### src/hdl/pidl_pkg.sv
// ----------------------------------------------------------------------------
// pidl_pkg - shared types and constants for the positional list unit
// Holds the payload widths, the request command codes, the per-cycle cell
// operation code and the control bundle broadcast from the list controller to
// every storage cell.
// ----------------------------------------------------------------------------
package pidl_pkg;

	localparam int unsigned CAPACITY_DEF = 16;
	localparam int unsigned DATA_W       = 32;
	localparam int unsigned POS_W        = 5;

	// Request commands as carried on the command port
	typedef enum logic {
		CMD_INSERT = 1'b0,
		CMD_DELETE = 1'b1
	} list_cmd_t;

	typedef enum logic [1:0] {
		OP_HOLD = 2'd0,
		OP_INS  = 2'd1,
		OP_DEL  = 2'd2
	} cell_op_t;

	typedef struct packed {
		cell_op_t          op;
		logic [POS_W-1:0]  pos;
		logic [DATA_W-1:0] item;
	} cell_ctl_t;

endpackage

### src/hdl/pidl_cell.sv
// ----------------------------------------------------------------------------
// pidl_cell - one storage cell of the list chain
// Holds one list entry. Takes its left neighbor's entry on an insert ahead of
// it, its right neighbor's entry on a delete at or ahead of it, and runs a tap
// register that carries a deleted entry toward the head of the chain.
// ----------------------------------------------------------------------------
module pidl_cell import pidl_pkg::*; #(
	parameter int unsigned INDEX = 0
) (
	input  logic              clk,
	input  cell_ctl_t         ctl,
	input  logic [DATA_W-1:0] left_data,
	input  logic [DATA_W-1:0] right_data,
	input  logic [DATA_W-1:0] tap_in,
	output logic [DATA_W-1:0] data,
	output logic [DATA_W-1:0] tap
);

	logic [DATA_W-1:0] data_q;
	logic [DATA_W-1:0] tap_q;
	logic [31:0]       pos_ext;
	logic              at_pos;
	logic              past_pos;

	assign pos_ext  = 32'(ctl.pos);
	assign at_pos   = (32'(INDEX) == pos_ext);
	assign past_pos = (32'(INDEX) > pos_ext);

	always_ff @(posedge clk) begin
		case (ctl.op)
			OP_INS: begin
				if (past_pos) begin
					data_q <= left_data;
				end else if (at_pos) begin
					data_q <= ctl.item;
				end
			end
			OP_DEL: begin
				if (past_pos || at_pos) begin
					data_q <= right_data;
				end
			end
			default: begin
			end
		endcase
	end

	// capture the entry being deleted, otherwise advance the tap toward the head
	always_ff @(posedge clk) begin
		if (ctl.op == OP_DEL && at_pos) begin
			tap_q <= data_q;
		end else begin
			tap_q <= tap_in;
		end
	end

	assign data = data_q;
	assign tap  = tap_q;

endmodule

### src/hdl/positional_insert_delete_list_unit.sv
// ----------------------------------------------------------------------------
// positional_insert_delete_list_unit - ordered list with positional insert and
// delete
// Keeps up to CAPACITY signed 32-bit entries in a chain of cells and a count.
// ----------------------------------------------------------------------------
// Each request inserts an item at a position from 0 to count or deletes the
// item at a position from 0 to count-1; every request gives exactly one result
// with ok, the removed item (zero unless a delete succeeded), the new count and
// an empty flag. A rejected request (bad position, insert into a full list,
// delete from an empty list) leaves the list untouched. The list lives in a
// chain of cells that all shift in the cycle the request is accepted, so the
// list update itself is done in that cycle. The deleted entry then travels
// toward the head of the chain one cell per cycle along a tap line: a request
// is taken when the unit is idle, then ST_RUN waits while wait_q counts down
// from the delete position (from zero for an insert or a rejected request),
// the removed item is registered from the head tap, and ST_DONE shows the
// result, which is held until taken; the next request is accepted in the
// cycle after that. Entry storage has no reset; only the count is cleared.
// ----------------------------------------------------------------------------
module positional_insert_delete_list_unit import pidl_pkg::*; #(
	parameter int unsigned CAPACITY = CAPACITY_DEF
) (
	input  logic                     clk,
	input  logic                     arst_n,
	input  logic                     req_valid,
	output logic                     req_ready,
	input  logic                     command,
	input  logic [POS_W-1:0]         position,
	input  logic signed [DATA_W-1:0] item,
	output logic                     res_valid,
	input  logic                     res_ready,
	output logic                     ok,
	output logic signed [DATA_W-1:0] removed_item,
	output logic [POS_W-1:0]         count,
	output logic                     empty_res
);

	localparam int unsigned LEN_W = $clog2(CAPACITY + 1);
	localparam int unsigned CMP_W = (LEN_W > POS_W) ? LEN_W : POS_W;

	typedef enum logic [2:0] {
		ST_IDLE = 3'b001,
		ST_RUN  = 3'b010,
		ST_DONE = 3'b100
	} state_t;

	state_t            state_q;
	logic [LEN_W-1:0]  len_q;
	logic [POS_W-1:0]  wait_q;
	logic              del_ok_q;
	logic              ok_q;
	logic [POS_W-1:0]  count_q;
	logic              empty_q;
	logic [DATA_W-1:0] removed_q;

	logic              accept;
	logic [CMP_W-1:0]  pos_c;
	logic [CMP_W-1:0]  len_c;
	logic              ins_ok;
	logic              del_ok;
	logic [LEN_W-1:0]  len_next;
	logic [31:0]       len_ext;
	cell_ctl_t         ctl;

	logic [DATA_W-1:0] cell_data [CAPACITY];
	logic [DATA_W-1:0] cell_tap  [CAPACITY];

	assign req_ready = (state_q == ST_IDLE);
	assign accept    = req_valid && req_ready;

	// validity of the request against the current length
	assign pos_c  = CMP_W'(position);
	assign len_c  = CMP_W'(len_q);
	assign ins_ok = (pos_c <= len_c) && (len_q < LEN_W'(CAPACITY));
	assign del_ok = (pos_c < len_c);

	always_comb begin
		len_next = len_q;
		if (command == CMD_INSERT && ins_ok) begin
			len_next = len_q + LEN_W'(1);
		end else if (command == CMD_DELETE && del_ok) begin
			len_next = len_q - LEN_W'(1);
		end
	end

	assign len_ext = 32'(len_next);

	// broadcast one operation to the whole chain; hold unless a valid request
	always_comb begin
		ctl.op   = OP_HOLD;
		ctl.pos  = position;
		ctl.item = $unsigned(item);
		if (accept) begin
			if (command == CMD_DELETE && del_ok) begin
				ctl.op = OP_DEL;
			end else if (command == CMD_INSERT && ins_ok) begin
				ctl.op = OP_INS;
			end
		end
	end

	for (genvar i = 0; i < CAPACITY; i++) begin : g_cell
		logic [DATA_W-1:0] left_d;
		logic [DATA_W-1:0] right_d;
		logic [DATA_W-1:0] tap_d;

		if (i == 0) begin : g_head
			assign left_d = '0;
		end else begin : g_mid_l
			assign left_d = cell_data[i-1];
		end

		if (i == CAPACITY - 1) begin : g_tail
			assign right_d = '0;
			assign tap_d   = '0;
		end else begin : g_mid_r
			assign right_d = cell_data[i+1];
			assign tap_d   = cell_tap[i+1];
		end

		pidl_cell #(
			.INDEX(i)
		) u_cell (
			.clk       (clk),
			.ctl       (ctl),
			.left_data (left_d),
			.right_data(right_d),
			.tap_in    (tap_d),
			.data      (cell_data[i]),
			.tap       (cell_tap[i])
		);
	end

	// sequence: take request, wait for the tap to reach the head, show result
	always_ff @(posedge clk or negedge arst_n) begin
		if (!arst_n) begin
			state_q <= ST_IDLE;
			len_q   <= '0;
		end else begin
			case (state_q)
				ST_IDLE: begin
					if (accept) begin
						len_q   <= len_next;
						state_q <= ST_RUN;
					end
				end
				ST_RUN: begin
					if (wait_q == '0) begin
						state_q <= ST_DONE;
					end
				end
				ST_DONE: begin
					if (res_ready) begin
						state_q <= ST_IDLE;
					end
				end
				default: begin
					state_q <= ST_IDLE;
				end
			endcase
		end
	end

	// result payload; no reset needed
	always_ff @(posedge clk) begin
		if (accept) begin
			del_ok_q <= (command == CMD_DELETE) && del_ok;
			ok_q     <= (command == CMD_DELETE) ? del_ok : ins_ok;
			count_q  <= len_ext[POS_W-1:0];
			empty_q  <= (len_next == '0);
			wait_q   <= ((command == CMD_DELETE) && del_ok) ? position : '0;
		end else if (state_q == ST_RUN) begin
			if (wait_q == '0) begin
				removed_q <= del_ok_q ? cell_tap[0] : '0;
			end else begin
				wait_q <= wait_q - POS_W'(1);
			end
		end
	end

	assign res_valid    = (state_q == ST_DONE);
	assign ok           = ok_q;
	assign removed_item = $signed(removed_q);
	assign count        = count_q;
	assign empty_res    = empty_q;

	// length never exceeds the cell count
	a_len_bound: assert property (@(posedge clk) disable iff (!arst_n)
		len_q <= LEN_W'(CAPACITY))
		else $error("list length beyond capacity");

	// one request at a time: no second accept right after the first
	a_one_in_flight: assert property (@(posedge clk) disable iff (!arst_n)
		accept |=> !req_ready)
		else $error("request taken while another is in flight");

	// the empty flag agrees with the stored length while a result is shown
	a_empty_match: assert property (@(posedge clk) disable iff (!arst_n)
		res_valid |-> (empty_res == (len_q == '0)))
		else $error("empty flag disagrees with length");

	// a rejected request never reports a removed item
	a_reject_zero: assert property (@(posedge clk) disable iff (!arst_n)
		(res_valid && !ok) |-> (removed_q == '0))
		else $error("rejected request reports a removed item");

	// length holds unless a request is taken
	a_len_step: assert property (@(posedge clk) disable iff (!arst_n)
		!accept |=> $stable(len_q))
		else $error("length changed without a request");

endmodule

### config.mk
export PLATFORM = sky130hd
export DESIGN_NAME = positional_insert_delete_list_unit
export DESIGN_NICKNAME = d
export VERILOG_FILES = /design/src/hdl/pidl_pkg.sv /design/src/hdl/pidl_cell.sv /design/src/hdl/positional_insert_delete_list_unit.sv
export SDC_FILE = /design/constraint.sdc
export NUM_CORES = 2
export LEC_CHECK = 0
export ABC_AREA = 1
export BUFFER_PORTS_ARGS = -buffer_cell sky130_fd_sc_hd__buf_2
export CAP_MARGIN = 20
export CORE_MARGIN = 4
export CORE_UTILIZATION = 35
export CTS_BUF_LIST = sky130_fd_sc_hd__clkbuf_4
export DETAILED_ROUTE_END_ITERATION = 6
export GPL_TIMING_DRIVEN = 0
export PLACE_DENSITY_LB_ADDON = 0.2
export SLEW_MARGIN = 15
export SYNTH_ARGS = -nofsm -noshare
export SYNTH_HDL_FRONTEND = slang
export SYNTH_HIERARCHICAL = 1
export SYNTH_SLANG_ARGS = --single-unit
### constraint.sdc
create_clock -name clk -period 13.39 [get_ports clk]
set_input_delay 2.0085 -clock clk [delete_from_list [all_inputs] [get_ports clk]]
set_output_delay 2.0085 -clock clk [all_outputs]
set_load 0.01 [all_outputs]
==> run summary <==
The run finished with clean final reports. The area of the die came out at 0.1590 mm². The most numerous cell type found on the critical path is sky130_fd_sc_hd__nand2_4. The wire-length estimate of the detail-placed layout is 139800 µm. The count of buffers inserted at the top-level ports is 82. The routability congestion estimate came out at 0.8940.

The cell sitting at the root of the clock tree is a sky130_fd_sc_hd__clkbuf_4. The number of max-slew violations in the final report came to 0. The yosys synthesis warning count came out at 6. The average instance area after synthesis came out at approximately 7.8 µm². The switching power summed over all nets is 2891 µW. In this run the standard cell core region covers 0.1519 mm².

The switching share of power is 31.94%. The first-iteration detailed-routing DRC count is 4143. The final critical path takes up 39.78% of the cycle.

The worst hold path belongs to the class reg2reg. The number of global-route vias before repair is 45567. In this run the vertical extent of the chip is 398.7 µm.

For this run, design rule violations remaining after detail routing come to 0. In this run the post-CTS setup repair buffer count came out at 0. Adding up every negative setup slack in the final design gives 0 ns. The maximum clock insertion buffer count came out at 4.

The clock tree from TritonCTS is yes. The all-layer global routing usage is 23.19%. The sequential cell area in the final layout came out at between 0.02 and 0.03 mm². Per report_power, the clock group accounts for 34.4% of the total.

The cell row count is 143. The via density per instance came out at 4.898. The total number of vias is 47099. For this run, the slowest stage of the critical path takes 0.88 ns. For this run, asynchronously set or reset flops after synthesis account for 0.7428%. Once the floorplan was initialized, standard cells occupied roughly a third of the core.

The count of different cell masters after synthesis came out at 45. Summed over its instances, the top area cell type makes up a little under a third of the synthesized netlist area. Of the synthesized area, sequential elements account for between 50% and 60%. The number of routed nets with antenna violations is 0. In the synthesized netlist the dominant register cell turns out to be sky130_fd_sc_hd__edfxtp_1. The total iterations of the first detailed-routing run is 7.

Yosys mapped a number of flops with a built-in enable equal to 557. The logic gate share of total power came out at about 18%. The cell type of the slowest stage on the worst timing path is sky130_fd_sc_hd__buf_2. The biggest area contributor in the post-synthesis netlist is sky130_fd_sc_hd__edfxtp_1. The fraction of layout cells with a size suffix above 1 is around 15%.

In this run the power density over the cells is 148.0 mW/mm². The wire length of the first global-routing pass is 278300 µm. The net count of the finished layout is ~7400. Timing would allow up to 187.7 MHz. The number of clock buffers added by TritonCTS is 308. After synthesis, the cell types taking the most area are sky130_fd_sc_hd__edfxtp_1, sky130_fd_sc_hd__dfxtp_1, sky130_fd_sc_hd__nand2_1, sky130_fd_sc_hd__nand3_1, sky130_fd_sc_hd__inv_1. The total power is ~9100 µW. The number of sinks on the clock net came out at 1077.

The worst slew margin relative to its limit came out at 15.94%. The critical-path maximum fanout came out at 27. The critical path data arrival time is between 6 and 7 ns. Setup violations remaining at the end of the flow were counted as 0. Walking the worst path, the cells encountered are buf_2 > ha_1 > nand2_1 > nor2_4 > nand2_4 > nand3_4 > nand2_4 > nand2_4 > nor2_4 > buf_16 > inv_1 > ha_1 > buf_2 > or2_2 > a21oi_4 > buf_16. The total grt overflow came out at 0. The count of hold buffers inserted by post-cts repair came out at 0. In the layout the commonest cells are sky130_fd_sc_hd__nand2_1, sky130_fd_sc_hd__inv_1, sky130_fd_sc_hd__nand3_1, sky130_fd_sc_hd__edfxtp_1, sky130_fd_sc_hd__dfxtp_1. The count of endpoints failing hold in the final timing report is 0. The clock reaches the later pin of the worst-skew pair after between 1 and 1.5 ns. The clock transition at the register clock pins on the worst setup and hold paths after CTS came out at 0.07 ns.

The element type at the critical path end is a flip-flop. The filler cell count came out at 15902. The netlist area before placement is 0.05343 mm². The number of top-level pins came out at 83. The level count of the clock H-tree is 5.

The power share of the sequential group came out at 47.7%. The total routed wirelength is 187700 µm. The average routed wire per standard cell came out at 19.52 µm. The internal power of the cells totals 6160 µW. The signed area change from the synthesized netlist to the final layout is 14.48%.

The post-layout minimum cycle time came out at 5.327 ns. For the pin with the worst max-slew slack, the measured transition is approximately 1.3 ns. The number of antenna violations at the first check in global routing came out at 5. The critical path data required time came out at about 14 ns. Setup repair after global routing left no endpoint under its margin.

The pin count of the biggest net entering global routing is 33. The number of instances in the synthesized netlist came out at 6874. The critical path in this run is classified as in2reg.

The worst setup path is launched from an input port. The maximum vdd drop is around 73 µV. The worst setup skew after layout is around 0.10 ns. The multi-input combinational cell area came out at about 0.02 mm². The max capacitance violation total is 0. The post-cts resize count is 0. The most common cell after layout, fill and taps aside is sky130_fd_sc_hd__nand2_1.

The leakage power came out at 0.03027 µW. The die span in x came out at about 400 µm. The number of synthesized register bits is 1077.
## sequential cells by signal, indices dropped and copies added (netlist names)
signal / count
count: 5
del_ok_q: 1
empty_res: 1
g_cell.u_cell/data: 512
g_cell.u_cell/tap: 512
len_c: 5
ok: 1
removed_item: 32
state_q: 3
wait_q: 5
## power groups by stage
stage / Clock (µW) / Sequential, µW / Combinational (µW)
after floorplan: 0 / 4230 / 1030
after global placement: 0 / 4420 / 1480
after detailed placement: 0 / 4390 / 1600
after CTS: 3210 / 4320 / 1610
after global routing: 3400 / 4350 / 1800
final: 3110 / 4320 / 1620
## synth_stat cells, types with 29 or more instances
master                     instances
sky130_fd_sc_hd__buf_6            52
sky130_fd_sc_hd__nand2_1        2448
sky130_fd_sc_hd__buf_4            55
sky130_fd_sc_hd__nor2_1           64
sky130_fd_sc_hd__edfxtp_1        557
sky130_fd_sc_hd__inv_1          1114
sky130_fd_sc_hd__nand2_2          41
sky130_fd_sc_hd__clkbuf_1        100
sky130_fd_sc_hd__o21ai_2          64
sky130_fd_sc_hd__nand3_2          39
sky130_fd_sc_hd__buf_2           172
sky130_fd_sc_hd__o21ai_1         148
sky130_fd_sc_hd__buf_1            29
sky130_fd_sc_hd__ha_1             41
sky130_fd_sc_hd__nand4_1         196
sky130_fd_sc_hd__o21ai_0         153
sky130_fd_sc_hd__a21oi_1          74
sky130_fd_sc_hd__nand3_1         894
sky130_fd_sc_hd__dfxtp_1         512
## cells by family after synthesis
group / count (synthesis) / synth area share (%)
simple gates: 3751 / 30.93
xor+xnor: 5 / 0.08197
fa+ha+maj: 41 / 0.9600
other cells: 1 / 0.007018
buf+inv: 1556 / 12.53
compound gates: 443 / 4.629
flops: 1077 / 50.86
## critical path: cells and delay by family
| family | cells | cell delay (ns) |
|---|---|---|
| buffers and inverters | 5 | 1.62 |
| AOI/OAI and AO/OA | 1 | 0.46 |
| and+or+nand+nor | 8 | 1.48 |
| adders and majority gates | 2 | 0.59 |
## layout make-up
type / instances / area share [%]
diodes: 9 / 0.03682
plain buffers: 413 / 3.925
clock buffers: 475 / 5.829
clock inverters: 64 / 0.5338
inverters: 1143 / 7.018
multi-input cells: 4304 / 32.59
flip-flops and latches: 1077 / 44.43
well taps: 2030 / 4.152
repair buffers: 101 / 1.485
## stage by stage
step / std cells / hold slack (ns) / setup slack (ns) / instance area, µm² / utilization [%]
6_report: 9616 / 0.3812 / 8.063 / 61170 / 40.27
5_1_grt: 9616 / 0.3846 / 8.040 / 61170 / 40.27
4_1_cts: 9607 / 0.3692 / 8.245 / 61150 / 40.26
3_5_place_dp: 9068 / 0.4021 / 6.871 / 57260 / 37.69
3_3_place_gp: 9049 / 0.4042 / 2.175 / 56620 / 37.27
2_1_floorplan: 6937 / 0.3960 / 6.620 / 53670 / -
## final timing paths
| path | startpoint | end | slack [ns] | cells past startpoint |
|---|---|---|---|---|
| max | position[2] | g_cell[5].u_cell/data[9]$_DFFE_PP_ | 8.06 | 16 |
| min | g_cell[11].u_cell/tap[21]$_DFF_P_ | g_cell[10].u_cell/tap[21]$_DFF_P_ | 0.38 | 2 |
| max reg2reg | len_c[4]$_DFFE_PN0P_ | g_cell[5].u_cell/data[9]$_DFFE_PP_ | 9.23 | 16 |
| min reg2reg | g_cell[11].u_cell/tap[21]$_DFF_P_ | g_cell[10].u_cell/tap[21]$_DFF_P_ | 0.38 | 2 |
| max in group asynchronous | arst_n | state_q[0]$_DFFE_PN1P_ | 12.54 | 1 |
| min in group asynchronous | arst_n | len_c[0]$_DFFE_PN0P_ | 0.60 | 1 |
## layer usage
metal  global-route usage (%)  vias up  routed length [µm]
met5                        0        -                   0
met4                    10.12        0                8269
met3                    4.618      473               12600
met2                    39.19     1693               89580
met1                    28.69    22179               77290
li1                         -    22754                   -
(Power assumes the default switching activity.)
